--- src/hdl/pfde_pkg.sv ---
// Package of the planar frame buffer draw engine: field widths, command kinds,
// the result record and the color spread helper. No dependencies.
`timescale 1ns / 1ps

package pfde_pkg;

  // Field widths of the command and result transfers.
  localparam int KIND_W  = 2;
  localparam int X_W     = 10;
  localparam int Y_W     = 9;
  localparam int RW_W    = 10;
  localparam int RH_W    = 9;
  localparam int COLOR_W = 4;

  // One store word packs the four plane bytes, plane n in bits 8n+7..8n.
  localparam int PLANES = 4;
  localparam int DATA_W = 8 * PLANES;

  // Default screen geometry.
  localparam int DEF_SCREEN_WIDTH  = 720;
  localparam int DEF_SCREEN_HEIGHT = 480;

  typedef enum logic [KIND_W-1:0] {
    KIND_PIXEL = 2'd0,
    KIND_FILL  = 2'd1,
    KIND_CLEAR = 2'd2,
    KIND_READ  = 2'd3
  } cmd_kind_t;

  typedef struct packed {
    logic [COLOR_W-1:0] read_color;
    logic               dropped;
  } res_t;

  // Address bits for a memory of the given depth, at least one.
  function automatic int addr_bits(input int depth);
    int bits;
    bits = $clog2(depth);
    return (bits < 1) ? 1 : bits;
  endfunction

  // Each color bit becomes a full plane byte.
  function automatic logic [DATA_W-1:0] spread_color(input logic [COLOR_W-1:0] color);
    logic [DATA_W-1:0] v;
    v = '0;
    for (int n = 0; n < PLANES; n++) begin
      v[8*n +: 8] = {8{color[n]}};
    end
    return v;
  endfunction

endpackage

--- src/hdl/pfde_if.sv ---
// Channel interfaces of the draw engine: the command channel and the result channel.
// Depends on pfde_pkg for the field widths.
`timescale 1ns / 1ps

interface pfde_in_if;
  logic                        valid;
  logic                        ready;
  logic [pfde_pkg::KIND_W-1:0]  kind;
  logic [pfde_pkg::X_W-1:0]     pos_x;
  logic [pfde_pkg::Y_W-1:0]     pos_y;
  logic [pfde_pkg::RW_W-1:0]    rect_width;
  logic [pfde_pkg::RH_W-1:0]    rect_height;
  logic [pfde_pkg::COLOR_W-1:0] color;

  modport source (output valid, kind, pos_x, pos_y, rect_width, rect_height, color,
                  input ready);
  modport sink   (input valid, kind, pos_x, pos_y, rect_width, rect_height, color,
                  output ready);
endinterface


--- src/hdl/pfde_engine.sv ---
// Command sequencer of the draw engine: walks pixel writes, fills, clears and reads
// over the plane store. Depends on pfde_pkg and pfde_if; drives an external pfde_ram.
`timescale 1ns / 1ps

module pfde_engine #(
  parameter int SCREEN_WIDTH  = pfde_pkg::DEF_SCREEN_WIDTH,
  parameter int SCREEN_HEIGHT = pfde_pkg::DEF_SCREEN_HEIGHT,
  parameter int ADDR_W        = 16
) (
  input  logic                        clk,
  input  logic                        rst_n,
  pfde_in_if.sink                     in_chan,
  output logic                        mem_we,
  output logic [ADDR_W-1:0]           mem_waddr,
  output logic [pfde_pkg::DATA_W-1:0] mem_wdata,
  output logic                        mem_re,
  output logic [ADDR_W-1:0]           mem_raddr,
  input  logic [pfde_pkg::DATA_W-1:0] mem_rdata,
  output logic                        res_valid,
  output pfde_pkg::res_t              res,
  input  logic                        res_ready
);

  localparam int unsigned PIXEL_COUNT = SCREEN_WIDTH * SCREEN_HEIGHT;
  localparam int unsigned DEPTH       = (PIXEL_COUNT + 7) / 8;
  // Largest linear index a fill can reach, with room for a row step past it.
  localparam int unsigned IDX_MAX     = 1024 * SCREEN_WIDTH + 2048;
  localparam int          IDX_W       = $clog2(IDX_MAX);
  localparam int          WORD_W      = IDX_W - 3;
  localparam int unsigned TAIL_BITS   = PIXEL_COUNT - 8 * (DEPTH - 1);

  localparam logic [IDX_W-1:0]  PIX_CNT   = IDX_W'(PIXEL_COUNT);
  localparam logic [IDX_W-1:0]  ROW_STEP  = IDX_W'(SCREEN_WIDTH);
  localparam logic [WORD_W-1:0] LAST_WORD = WORD_W'(DEPTH - 1);
  localparam logic [ADDR_W-1:0] LAST_ADDR = ADDR_W'(DEPTH - 1);
  // Pixels of the last word that still lie inside the store.
  localparam logic [7:0]        TAIL_MASK = 8'(16'hFF00 >> TAIL_BITS);

  typedef enum logic [6:0] {
    S_IDLE      = 7'b0000001,
    S_FILL_RD   = 7'b0000010,
    S_FILL_WR   = 7'b0000100,
    S_CLEAR     = 7'b0001000,
    S_READ_RD   = 7'b0010000,
    S_READ_DATA = 7'b0100000,
    S_DONE      = 7'b1000000
  } state_t;

  state_t                          state_r, state_nxt;
  logic [IDX_W-1:0]                idx_r, idx_nxt;
  logic [IDX_W-1:0]                row_base_r, row_base_nxt;
  logic [pfde_pkg::RW_W-1:0]       rem_x_r, rem_x_nxt;
  logic [pfde_pkg::RH_W-1:0]       rem_y_r, rem_y_nxt;
  logic [pfde_pkg::RW_W-1:0]       rw_r, rw_nxt;
  logic [pfde_pkg::DATA_W-1:0]     fill_r, fill_nxt;
  logic [7:0]                      mask_r, mask_nxt;
  logic [ADDR_W-1:0]               waddr_r, waddr_nxt;
  logic                            last_r, last_nxt;
  logic                            drop_r, drop_nxt;
  pfde_pkg::res_t                  res_r, res_nxt;

  // Run of pixels in the current word.
  logic [WORD_W-1:0]               word_c;
  logic [2:0]                      off_c;
  logic [3:0]                      room_c;
  logic [3:0]                      run_c;
  logic [3:0]                      run_end_c;
  logic [7:0]                      run_mask_c;
  logic [7:0]                      valid_mask_c;
  logic                            row_end_c;
  logic                            beyond_c;
  logic [IDX_W-1:0]                next_row_c;
  logic [pfde_pkg::DATA_W-1:0]     plane_mask_c;
  logic [pfde_pkg::COLOR_W-1:0]    rd_color_c;
  logic [pfde_pkg::COLOR_W-1:0]    res_color_c;
  logic                            finish_c;
  logic                            res_drop_c;
  logic                            in_take_c;

  assign word_c     = idx_r[IDX_W-1:3];
  assign off_c      = idx_r[2:0];
  assign room_c     = 4'd8 - {1'b0, off_c};
  assign row_end_c  = (rem_x_r <= pfde_pkg::RW_W'(room_c));
  assign run_c      = row_end_c ? rem_x_r[3:0] : room_c;
  assign run_end_c  = {1'b0, off_c} + run_c;
  assign run_mask_c = 8'(16'h00FF >> off_c) & ~8'(16'h00FF >> run_end_c);
  assign beyond_c   = (idx_r >= PIX_CNT);
  assign next_row_c = row_base_r + ROW_STEP;

  // Pixels of the current word that lie inside the store.
  always_comb begin
    if (word_c < LAST_WORD) begin
      valid_mask_c = 8'hFF;
    end else if (word_c == LAST_WORD) begin
      valid_mask_c = TAIL_MASK;
    end else begin
      valid_mask_c = 8'h00;
    end
  end

  // Merge of the stored word with the fill color under the pixel mask.
  assign plane_mask_c = {pfde_pkg::PLANES{mask_r}};

  // Color of the addressed pixel, gathered from the four plane bytes.
  always_comb begin
    for (int n = 0; n < pfde_pkg::PLANES; n++) begin
      rd_color_c[n] = mem_rdata[8*n + 7 - int'(off_c)];
    end
  end

  assign in_take_c     = in_chan.valid && (state_r == S_IDLE);
  assign in_chan.ready = (state_r == S_IDLE);

  // Sequencer.
  always_comb begin
    state_nxt    = state_r;
    idx_nxt      = idx_r;
    row_base_nxt = row_base_r;
    rem_x_nxt    = rem_x_r;
    rem_y_nxt    = rem_y_r;
    rw_nxt       = rw_r;
    fill_nxt     = fill_r;
    mask_nxt     = mask_r;
    waddr_nxt    = waddr_r;
    last_nxt     = last_r;
    drop_nxt     = drop_r;
    res_nxt      = res_r;
    mem_we       = 1'b0;
    mem_waddr    = waddr_r;
    mem_wdata    = (mem_rdata & ~plane_mask_c) | (fill_r & plane_mask_c);
    mem_re       = 1'b0;
    mem_raddr    = word_c[ADDR_W-1:0];
    finish_c     = 1'b0;
    res_color_c  = '0;
    res_drop_c   = drop_r;

    case (state_r)
      S_IDLE: begin
        if (in_take_c) begin
          idx_nxt      = IDX_W'(in_chan.pos_y) * ROW_STEP + IDX_W'(in_chan.pos_x);
          row_base_nxt = IDX_W'(in_chan.pos_y) * ROW_STEP + IDX_W'(in_chan.pos_x);
          fill_nxt     = pfde_pkg::spread_color(in_chan.color);
          drop_nxt     = 1'b0;
          waddr_nxt    = '0;
          res_nxt      = '0;
          case (pfde_pkg::cmd_kind_t'(in_chan.kind))
            pfde_pkg::KIND_PIXEL: begin
              rem_x_nxt = pfde_pkg::RW_W'(1);
              rem_y_nxt = pfde_pkg::RH_W'(1);
              rw_nxt    = pfde_pkg::RW_W'(1);
              state_nxt = S_FILL_RD;
            end
            pfde_pkg::KIND_FILL: begin
              rem_x_nxt = in_chan.rect_width;
              rem_y_nxt = in_chan.rect_height;
              rw_nxt    = in_chan.rect_width;
              if ((in_chan.rect_width == '0) || (in_chan.rect_height == '0)) begin
                state_nxt = S_DONE;
              end else begin
                state_nxt = S_FILL_RD;
              end
            end
            pfde_pkg::KIND_CLEAR: begin
              state_nxt = S_CLEAR;
            end
            pfde_pkg::KIND_READ: begin
              state_nxt = S_READ_RD;
            end
            default: begin
              state_nxt = S_IDLE;
            end
          endcase
        end
      end

      S_FILL_RD: begin
        if (beyond_c) begin
          // The rest of this row lies past the store. A rectangle wider than the
          // screen can still bring the next row back inside, so the command ends here
          // only on its last row or when the next row starts past the store.
          drop_nxt = 1'b1;
          if ((rem_y_r == pfde_pkg::RH_W'(1)) || (next_row_c >= PIX_CNT)) begin
            finish_c   = 1'b1;
            res_drop_c = 1'b1;
          end else begin
            rem_y_nxt    = rem_y_r - pfde_pkg::RH_W'(1);
            row_base_nxt = next_row_c;
            idx_nxt      = next_row_c;
            rem_x_nxt    = rw_r;
          end
        end else begin
          mem_re    = 1'b1;
          mask_nxt  = run_mask_c & valid_mask_c;
          waddr_nxt = word_c[ADDR_W-1:0];
          last_nxt  = row_end_c && (rem_y_r == pfde_pkg::RH_W'(1));
          if ((run_mask_c & ~valid_mask_c) != 8'h00) begin
            drop_nxt = 1'b1;
          end
          // Step to the next run, or to the start of the next row.
          if (row_end_c) begin
            rem_y_nxt    = rem_y_r - pfde_pkg::RH_W'(1);
            row_base_nxt = next_row_c;
            idx_nxt      = next_row_c;
            rem_x_nxt    = rw_r;
          end else begin
            idx_nxt   = idx_r + IDX_W'(run_c);
            rem_x_nxt = rem_x_r - pfde_pkg::RW_W'(run_c);
          end
          state_nxt = S_FILL_WR;
        end
      end

      S_FILL_WR: begin
        mem_we = 1'b1;
        if (last_r) begin
          finish_c = 1'b1;
        end else begin
          state_nxt = S_FILL_RD;
        end
      end

      S_CLEAR: begin
        mem_we    = 1'b1;
        mem_wdata = fill_r;
        if (waddr_r == LAST_ADDR) begin
          finish_c = 1'b1;
        end else begin
          waddr_nxt = waddr_r + ADDR_W'(1);
        end
      end

      S_READ_RD: begin
        if (beyond_c) begin
          finish_c   = 1'b1;
          res_drop_c = 1'b1;
        end else begin
          mem_re    = 1'b1;
          state_nxt = S_READ_DATA;
        end
      end

      S_READ_DATA: begin
        finish_c    = 1'b1;
        res_color_c = rd_color_c;
      end

      S_DONE: begin
        if (res_ready) begin
          state_nxt = S_IDLE;
        end
      end

      default: begin
        state_nxt = S_IDLE;
      end
    endcase

    // A finished command hands its result over at once or parks in the done state.
    if (finish_c) begin
      res_nxt.read_color = res_color_c;
      res_nxt.dropped    = res_drop_c;
      state_nxt          = res_ready ? S_IDLE : S_DONE;
    end
  end

  // Result toward the output register.
  assign res_valid      = finish_c || (state_r == S_DONE);
  assign res.read_color = finish_c ? res_color_c : res_r.read_color;
  assign res.dropped    = finish_c ? res_drop_c : res_r.dropped;

  // Control state.
  always_ff @(posedge clk) begin
    if (!rst_n) begin
      state_r <= S_IDLE;
    end else begin
      state_r <= state_nxt;
    end
  end

  // Working registers of the current command.
  always_ff @(posedge clk) begin
    idx_r      <= idx_nxt;
    row_base_r <= row_base_nxt;
    rem_x_r    <= rem_x_nxt;
    rem_y_r    <= rem_y_nxt;
    rw_r       <= rw_nxt;
    fill_r     <= fill_nxt;
    mask_r     <= mask_nxt;
    waddr_r    <= waddr_nxt;
    last_r     <= last_nxt;
    drop_r     <= drop_nxt;
    res_r      <= res_nxt;
  end

endmodule

--- src/flat_wrapper.sv ---
// flat-port wrapper written by rule: the top's interface ports become plain ports
module pfde_engine_flat 
#(
  parameter int SCREEN_WIDTH  = pfde_pkg::DEF_SCREEN_WIDTH,
  parameter int SCREEN_HEIGHT = pfde_pkg::DEF_SCREEN_HEIGHT,
  parameter int ADDR_W        = 16
)
  (clk, rst_n, mem_we, mem_waddr, mem_wdata, mem_re, mem_raddr, mem_rdata, res_valid, res, res_ready, in_chan_valid, in_chan_kind, in_chan_pos_x, in_chan_pos_y, in_chan_rect_width, in_chan_rect_height, in_chan_color, in_chan_ready);
  pfde_in_if in_chan_i ();
  input  logic clk;
  input  logic rst_n;
  output logic mem_we;
  output logic [ADDR_W-1:0] mem_waddr;
  output logic [pfde_pkg::DATA_W-1:0] mem_wdata;
  output logic mem_re;
  output logic [ADDR_W-1:0] mem_raddr;
  input  logic [pfde_pkg::DATA_W-1:0] mem_rdata;
  output logic res_valid;
  output pfde_pkg::res_t res;
  input  logic res_ready;
  input wire logic [$bits(in_chan_i.valid)-1:0] in_chan_valid;
  input wire logic [$bits(in_chan_i.kind)-1:0] in_chan_kind;
  input wire logic [$bits(in_chan_i.pos_x)-1:0] in_chan_pos_x;
  input wire logic [$bits(in_chan_i.pos_y)-1:0] in_chan_pos_y;
  input wire logic [$bits(in_chan_i.rect_width)-1:0] in_chan_rect_width;
  input wire logic [$bits(in_chan_i.rect_height)-1:0] in_chan_rect_height;
  input wire logic [$bits(in_chan_i.color)-1:0] in_chan_color;
  output wire logic [$bits(in_chan_i.ready)-1:0] in_chan_ready;
  assign in_chan_i.valid = in_chan_valid;
  assign in_chan_i.kind = in_chan_kind;
  assign in_chan_i.pos_x = in_chan_pos_x;
  assign in_chan_i.pos_y = in_chan_pos_y;
  assign in_chan_i.rect_width = in_chan_rect_width;
  assign in_chan_i.rect_height = in_chan_rect_height;
  assign in_chan_i.color = in_chan_color;
  assign in_chan_ready = in_chan_i.ready;
  pfde_engine #(.SCREEN_WIDTH(SCREEN_WIDTH), .SCREEN_HEIGHT(SCREEN_HEIGHT), .ADDR_W(ADDR_W)) u_core (.clk(clk), .rst_n(rst_n), .in_chan(in_chan_i), .mem_we(mem_we), .mem_waddr(mem_waddr), .mem_wdata(mem_wdata), .mem_re(mem_re), .mem_raddr(mem_raddr), .mem_rdata(mem_rdata), .res_valid(res_valid), .res(res), .res_ready(res_ready));
endmodule
--- config.mk ---
export PLATFORM = sky130hd
export DESIGN_NAME = pfde_engine_flat
export DESIGN_NICKNAME = d
export VERILOG_FILES = /design/src/hdl/pfde_pkg.sv /design/src/hdl/pfde_if.sv /design/src/hdl/pfde_engine.sv /design/src/flat_wrapper.sv
export SDC_FILE = /design/constraint.sdc
export NUM_CORES = 1
export LEC_CHECK = 0
export ABC_AREA = 0
export BUFFER_PORTS_ARGS = -buffer_cell sky130_fd_sc_hd__buf_2
export CORE_ASPECT_RATIO = 0.6
export CORE_MARGIN = 2
export CORE_UTILIZATION = 56
export DETAILED_ROUTE_END_ITERATION = 16
export HOLD_SLACK_MARGIN = 0.05
export PLACE_DENSITY_LB_ADDON = 0.2
export RECOVER_POWER = 25
export SYNTH_ARGS = -nofsm -noshare
export SYNTH_HDL_FRONTEND = slang
export SYNTH_SLANG_ARGS = --single-unit
--- constraint.sdc ---
create_clock -name clk -period 9.7 [get_ports clk]
set_clock_uncertainty 0.05 [all_clocks]
set_input_delay 0.485 -clock clk [delete_from_list [all_inputs] [get_ports clk]]
set_output_delay 0.485 -clock clk [all_outputs]
set_load 0.01 [all_outputs]
==> metrics, run 1 <==
via count ~7600; Cell Rows 35; slowest cell delay on critical path 2.23 ns; crit end category flip-flop; Post-DP HPWL roughly 18000 microns; DP Worst Slack between 4 and 5 ns; Syn-to-layout area delta 11.8%; Placer Congestion between 0.9 and 1; largest net degree at the start of global routing 76; Reg power frac 35.4%; Critical path buffers and inverters 4; Vias/cell between 6 and 7; Hold Vio Cnt, Final 0; CP required 9.70 ns; DR iter-0 viols between 900 and 1000; CP max-delay cell clkbuf_1; Main synth FF type edfxtp_1; Layout Nets ~1200; Rel. slew slack -111%; diode count 0; PD cells 268 mW/mm^2; Synth warnings 0; Post CTS Setup Buffer Count 0; first-pass GRT wire length around 37000 microns; setup TNS 0 ns; Die W 167 microns; Routed WL approximately 24000 microns; Clk pwr share 13.6%; Hold/Removal Path Class input pin to flip-flop; ratio of cells with drive above 1 in the final layout about a fifth; Root Buffer clkbuf_16; Final min period around 5.6 ns; worst-margin pin slew 3.17 ns; IO Pins around 150; Setup WS post-layout around 4.1 ns; drt drc 0; failing checks capacitance limit, slew limit; TritonRoute pass-1 iters 6; syn_nets between 1000 and 1500; Seq/Total Area, Yosys between 30% and 40%; Initial Util around 58%; Worst Path Max Fanout between 70 and 80; delay-heaviest family, CP buffers and inverters; port buffer count 152; fin crit share roughly 58%; # fillers between 1000 and 1500; CP arrival 5.61 ns; H-tree level count 3; outcome complete, but fails checks; max-slew violations between 100 and 150; CTS buffer count 9; clock sinks between 100 and 150; Post-CTS Resized 0; Yosys cell types 73; maximum buffer depth of the clock tree 2; area occupied by multi-input gates between 0.005 and 0.006 sq mm; P_int 0.00146 W; antenna viol nets, final 0; Post-synth EDFFs about 100; CP most frequent cell clkbuf_1; CP startpoint kind flip-flop; GRT Total Usage between 20% and 30%; CTS tree built; register area ~0.0033 sq mm; sw frac 45.5%; core box area about 0.015 sq mm; Post-Syn Area about 0.009 sq mm; initial antenna violation count 0; static leakage ~4 nW; clock latency on the worst-skew pair roughly 0.35 ns; DR WL/cell between 15 and 20 microns; clock-pin slew on the worst setup and hold paths ~0.08 ns; Die Span Y slightly above 100 microns; Combinational Power Share 51.0%; gr ovfl total 0; syn avg cell area around 9.5 sq um; worst-path cell chain nor3_1 > nand4b_1 > clkbuf_1 > inv_1 > clkbuf_1 > and2_1 > a311oi_2 > buf_4; Final setup viols 0; Yosys reg bits 111; max-cap violations 2; cells after synthesis ~940; CTS Hold Buffers Added 0; RSZ-0062 raised after global routing no; Die ar. ~0.017 sq mm; path type of the worst setup path flip-flop to flip-flop; async set-reset flop share out of synthesis 0%; vias in the first global route ~6700; fmax around 0.18 GHz; peak supply drop 145 uV; NetSw about 0.0012 W
## area by class of cell
class | instances | share of cell area (%)
Inverter | 65 | 2.44
Clock inverter | 6 | 0.551
Timing Repair Buffer | 158 | 7.54
Clock buffer | 10 | 2.29
Multi-Input combinational cell | 714 | 52.0
Tap cell | 203 | 2.54
Sequential cell | 111 | 32.6
## routing by layer
layer	vias up	track usage, %	wire length (microns)
met4	0	4.58	193
li1	3634	-	-
met5	-	0	0
met2	366	34.5	8740
met3	16	8.52	2780
met1	3617	45.1	11900
## through the flow
stage	hold slack (ns)	total power [W]	utilization [%]	area [sq um]	instances
5_1_grt	0.240	0.00286	64.7	10000	1267
2_1_floorplan	0.504	0.00190	-	8940	938
3_3_place_gp	0.531	0.00226	63.2	9760	1251
3_5_place_dp	0.540	0.00229	63.2	9760	1251
6_report	0.255	0.00268	64.7	10000	1267
4_1_cts	0.252	0.00266	65.0	10000	1267
## flip-flops by register name, summed over array words and instances (netlist names), 5 cells and up
register	count
u_core.idx_r	20
u_core.mask_r	8
u_core.rw_r	10
u_core.row_base_r	20
u_core.rem_x_r	10
u_core.state_r	7
u_core.mem_waddr	16
u_core.rem_y_r	9
u_core.res_r	5
## worst paths after layout
check / to / startpoint / cells past startpoint / slack, ns
max: u_core.mem_waddr[14] / u_core.state_r[5] / 8 / 4.09
min: u_core.fill_r[7] / in_chan_color[0] / 1 / 0.25
max reg2reg: u_core.mem_waddr[14] / u_core.state_r[5] / 8 / 4.09
min reg2reg: u_core.idx_r[1] / u_core.row_base_r[1] / 2 / 0.57
## Yosys cell counts (5+ instances only)
cell type	instances	share of area (%)
or2_2	5	0.35
ha_1	53	7.4
and3_1	9	0.63
a21oi_1	53	3.0
o211ai_1	5	0.42
nor4_1	10	0.70
nor2_1	64	2.7
a211oi_1	6	0.50
edfxtp_1	104	35
buf_1	6	0.25
mux4_2	8	2.0
mux2i_1	11	1.2
inv_1	65	2.7
nand2b_1	7	0.49
nand3_1	29	1.6
nand2_1	91	3.8
xor2_1	34	3.3
or3_1	6	0.42
nor3b_1	7	0.59
fa_1	15	3.4
clkbuf_1	21	0.88
nand4_1	10	0.70
nor3_1	13	0.73
mux2_2	34	4.3
a211o_1	5	0.49
xnor2_1	47	4.6
nand4b_1	6	0.59
buf_2	5	0.28
buf_4	16	1.3
a21o_1	19	1.6
nor2b_1	11	0.77
dfxtp_1	7	1.6
and2_1	22	1.5
o21ai_0	71	4.0
## placed cells by master (no fill, tap or decap), types with 10 or more instances in the layout
cell	n
a21o_1	19
nand2_1	91
nor2_1	63
clkbuf_1	37
fa_1	15
inv_1	65
ha_1	53
buf_2	119
a21oi_1	52
nor2b_1	11
and2_1	10
nand3_1	29
edfxtp_1	104
xnor2_1	47
and2_0	12
mux2i_1	11
nand4_1	10
mux2_2	34
nor3_1	13
o21ai_0	71
xor2_1	34
nor4_1	10
## cells by family (layout without fill, tap and decap cells)
logic type	after synthesis	after routing	synth area share (%)
AOI/OAI and AO/OA	202	202	14.1
adders and majority gates	68	68	10.8
buffers and inverters	113	239	5.49
DFF	111	111	36.5
xor gates and xnor gates	81	81	7.94
muxes	54	54	7.66
and+or+nand+nor	309	309	17.6
## power groups by stage
stage               clock network, W  logic [W]  registers, W
finish                      0.000366    0.00137      0.000949
global route                0.000387    0.00151      0.000969
CTS                         0.000365    0.00135      0.000937
detailed placement                 0    0.00134      0.000947
global placement                   0    0.00132      0.000941
floorplan                          0    0.00102      0.000874
No activity file was read; power rests on OpenSTA's default activity.
==> run 2: changes to the inputs <==
Clock period 9.7 ns to 5.35 ns, I/O delays scaled along.
==> run 2 against run 1 <==
Against the previous run:
- the flow still finishes with violations (capacitance limit, slew limit)
- sequential share of layout area shrank 0.31 points
- power is 84% higher
- sequential power up 81%
- critical endpoint is now u_core.rem_x_r[9]
- highest routed layer unchanged
==> metrics, run 2 (synthesized netlist as in run 1, its figures left out) <==
Die W 167 microns (unchanged); Worst Path Max Fanout 75 (unchanged); max-cap violations 1 (was 2); Rel. slew slack -109% (was -111%); IO Pins 153 (unchanged); peak supply drop 241 uV (was 145 uV); static leakage 4.13 nW (was 4.08 nW); Routed WL 24200 microns (was 23600 microns); failing checks capacitance limit, slew limit (unchanged); path type of the worst setup path flip-flop to flip-flop (unchanged); Final setup viols 0 (unchanged); clock latency on the worst-skew pair 0.35 ns (about the same); CP max-delay cell clkbuf_1 (unchanged); slowest cell delay on critical path 2.20 ns (was 2.23 ns); Die ar. 0.0170 sq mm (unchanged); worst-path cell chain nor3_1 > nand4b_1 > clkbuf_1 > inv_1 > nand2_1 > a21oi_2 > a21oi_2 > buf_4 > and2_1 (was nor3_1 > nand4b_1 > clkbuf_1 > inv_1 > clkbuf_1 > and2_1 > a311oi_2 > buf_4); crit end category flip-flop (unchanged); Post CTS Setup Buffer Count 0 (unchanged); Vias/cell 6.02 (about the same); antenna viol nets, final 0 (unchanged); Layout Nets 1214 (was 1207); Root Buffer clkbuf_16 (unchanged); total design power 0.00494 W (was 0.00268 W); FF-to-FF path depth 9 (was 8); grt met3 use 6.27% (was 8.52%); most used routing layer met1 (unchanged); fmax 0.202 GHz (was 0.178 GHz); GRT Total Usage 28.4% (was 27.4%); Post-DP HPWL 18800 microns (was 18500 microns); TritonRoute pass-1 iters 5 (was 6); DR iter-0 viols 862 (was 918); largest net degree at the start of global routing 76 (unchanged); Syn-to-layout area delta 12.9% (was 11.8%); Hold/Removal Path Class input pin to flip-flop (unchanged); PD cells 490 mW/mm^2 (was 268 mW/mm^2); Cell Rows 35 (unchanged); CP arrival 4.89 ns (was 5.61 ns); diode count 0 (unchanged); post-layout util 65.3% (was 64.7%); CTS buffer count 9 (unchanged); vias in the first global route 6914 (was 6749); via count 7674 (was 7633); CTS tree built (unchanged); Hold Vio Cnt, Final 0 (unchanged); initial antenna violation count 0 (unchanged); M2 GR Usage 36.8% (was 34.5%); Final min period 4.95 ns (was 5.61 ns); Die Span Y 102 microns (unchanged); Initial Util 57.8% (unchanged); gr ovfl total 0 (unchanged); maximum buffer depth of the clock tree 2 (unchanged); WHS Path Cells 2 (was 1); ratio of cells with drive above 1 in the final layout 19.1% (was 18.7%); max-slew violations 76 (was 124); clock-pin slew on the worst setup and hold paths 0.08 ns (about the same); outcome complete, but fails checks (unchanged); first-pass GRT wire length 37800 microns (was 36700 microns); clock sinks 111 (unchanged); met1 track demand over resource 47.8% (was 45.1%); H-tree level count 3 (unchanged); commonest non-fill, non-tap cells in the layout 119 x buf_2, 104 x edfxtp_1, 91 x nand2_1, 71 x o21ai_0, 65 x inv_1 (unchanged); CP startpoint kind flip-flop (unchanged); # fillers 1325 (was 1317); core box area 0.0155 sq mm (unchanged); CP required 5.29 ns (was 9.70 ns); RSZ-0062 raised after global routing no (unchanged); worst-margin pin slew 3.14 ns (was 3.17 ns); CP most frequent cell a21oi_2 (was clkbuf_1); setup TNS 0 ns (unchanged); DR WL/cell 19.0 microns (was 18.6 microns); most common cell after layout, fill and taps aside buf_2 (unchanged); port buffer count 152 (unchanged); fin crit share 92.5% (was 57.8%); Placer Congestion 0.939 (was 0.950); drt drc 0 (unchanged)
run 2: metal layers:
metal	part of all wire [%]	up-vias
met3	11	17
met5	0	-
met2	38	363
li1	-	3640
met4	0.70	0
met1	51	3654
run 2: per-stage QoR:
stage                     setup slack (ns)  hold WS (ns)  cells  instance area [sq um]
after floorplan                      0.647         0.309    938                   8940
after global placement               0.556         0.395   1254                   9790
after detailed placement             0.396         0.396   1254                   9790
after CTS                            0.349         0.129   1274                  10100
after global routing                0.0597         0.144   1274                  10100
final                                0.403         0.141   1274                  10100
run 2: final cells by class:
class / count / area, sq um / area share (%)
multi-input cells: 714 / 5200 / 51.5
flip-flops and latches: 111 / 3260 / 32.3
repair buffers: 165 / 816 / 8.08
well taps: 203 / 254 / 2.52
inverters: 65 / 244 / 2.42
clock buffers: 9 / 225 / 2.23
clock inverters: 7 / 88.8 / 0.880
run 2: worst paths after layout:
| path | startpoint | to | slack [ns] |
|---|---|---|---|
| setup / recovery | u_core.state_r[0] | u_core.rem_x_r[9] | 0.40 |
| setup reg to reg | u_core.state_r[0] | u_core.rem_x_r[9] | 0.40 |
| hold reg to reg | u_core.rw_r[5] | u_core.rem_x_r[5] | 0.55 |
| hold / removal | rst_n | u_core.state_r[0] | 0.14 |
run 2: timing repair:
action,CTS,global route
hold buffers,4,0
endpoints found under the hold margin,4,0
gates resized for setup,0,1
endpoints found under the setup margin,0,5
run 2: worst max-delay path: cells and delay by family (launching register included):
family / cells / cell delay, ns
compound gates: 2 / 0.26
buf+inv: 3 / 2.75
flops: 1 / 0.45
simple gates: 4 / 1.04
run 2: power by group:
| group | switching, W | internal, W | total [W] |
|---|---|---|---|
| clock | 0.000347 | 0.000375 | 0.000722 |
| combinational | 0.00152 | 0.000984 | 0.00250 |
| sequential | 0.000374 | 0.00135 | 0.00172 |
| total | 0.00224 | 0.00271 | 0.00494 |
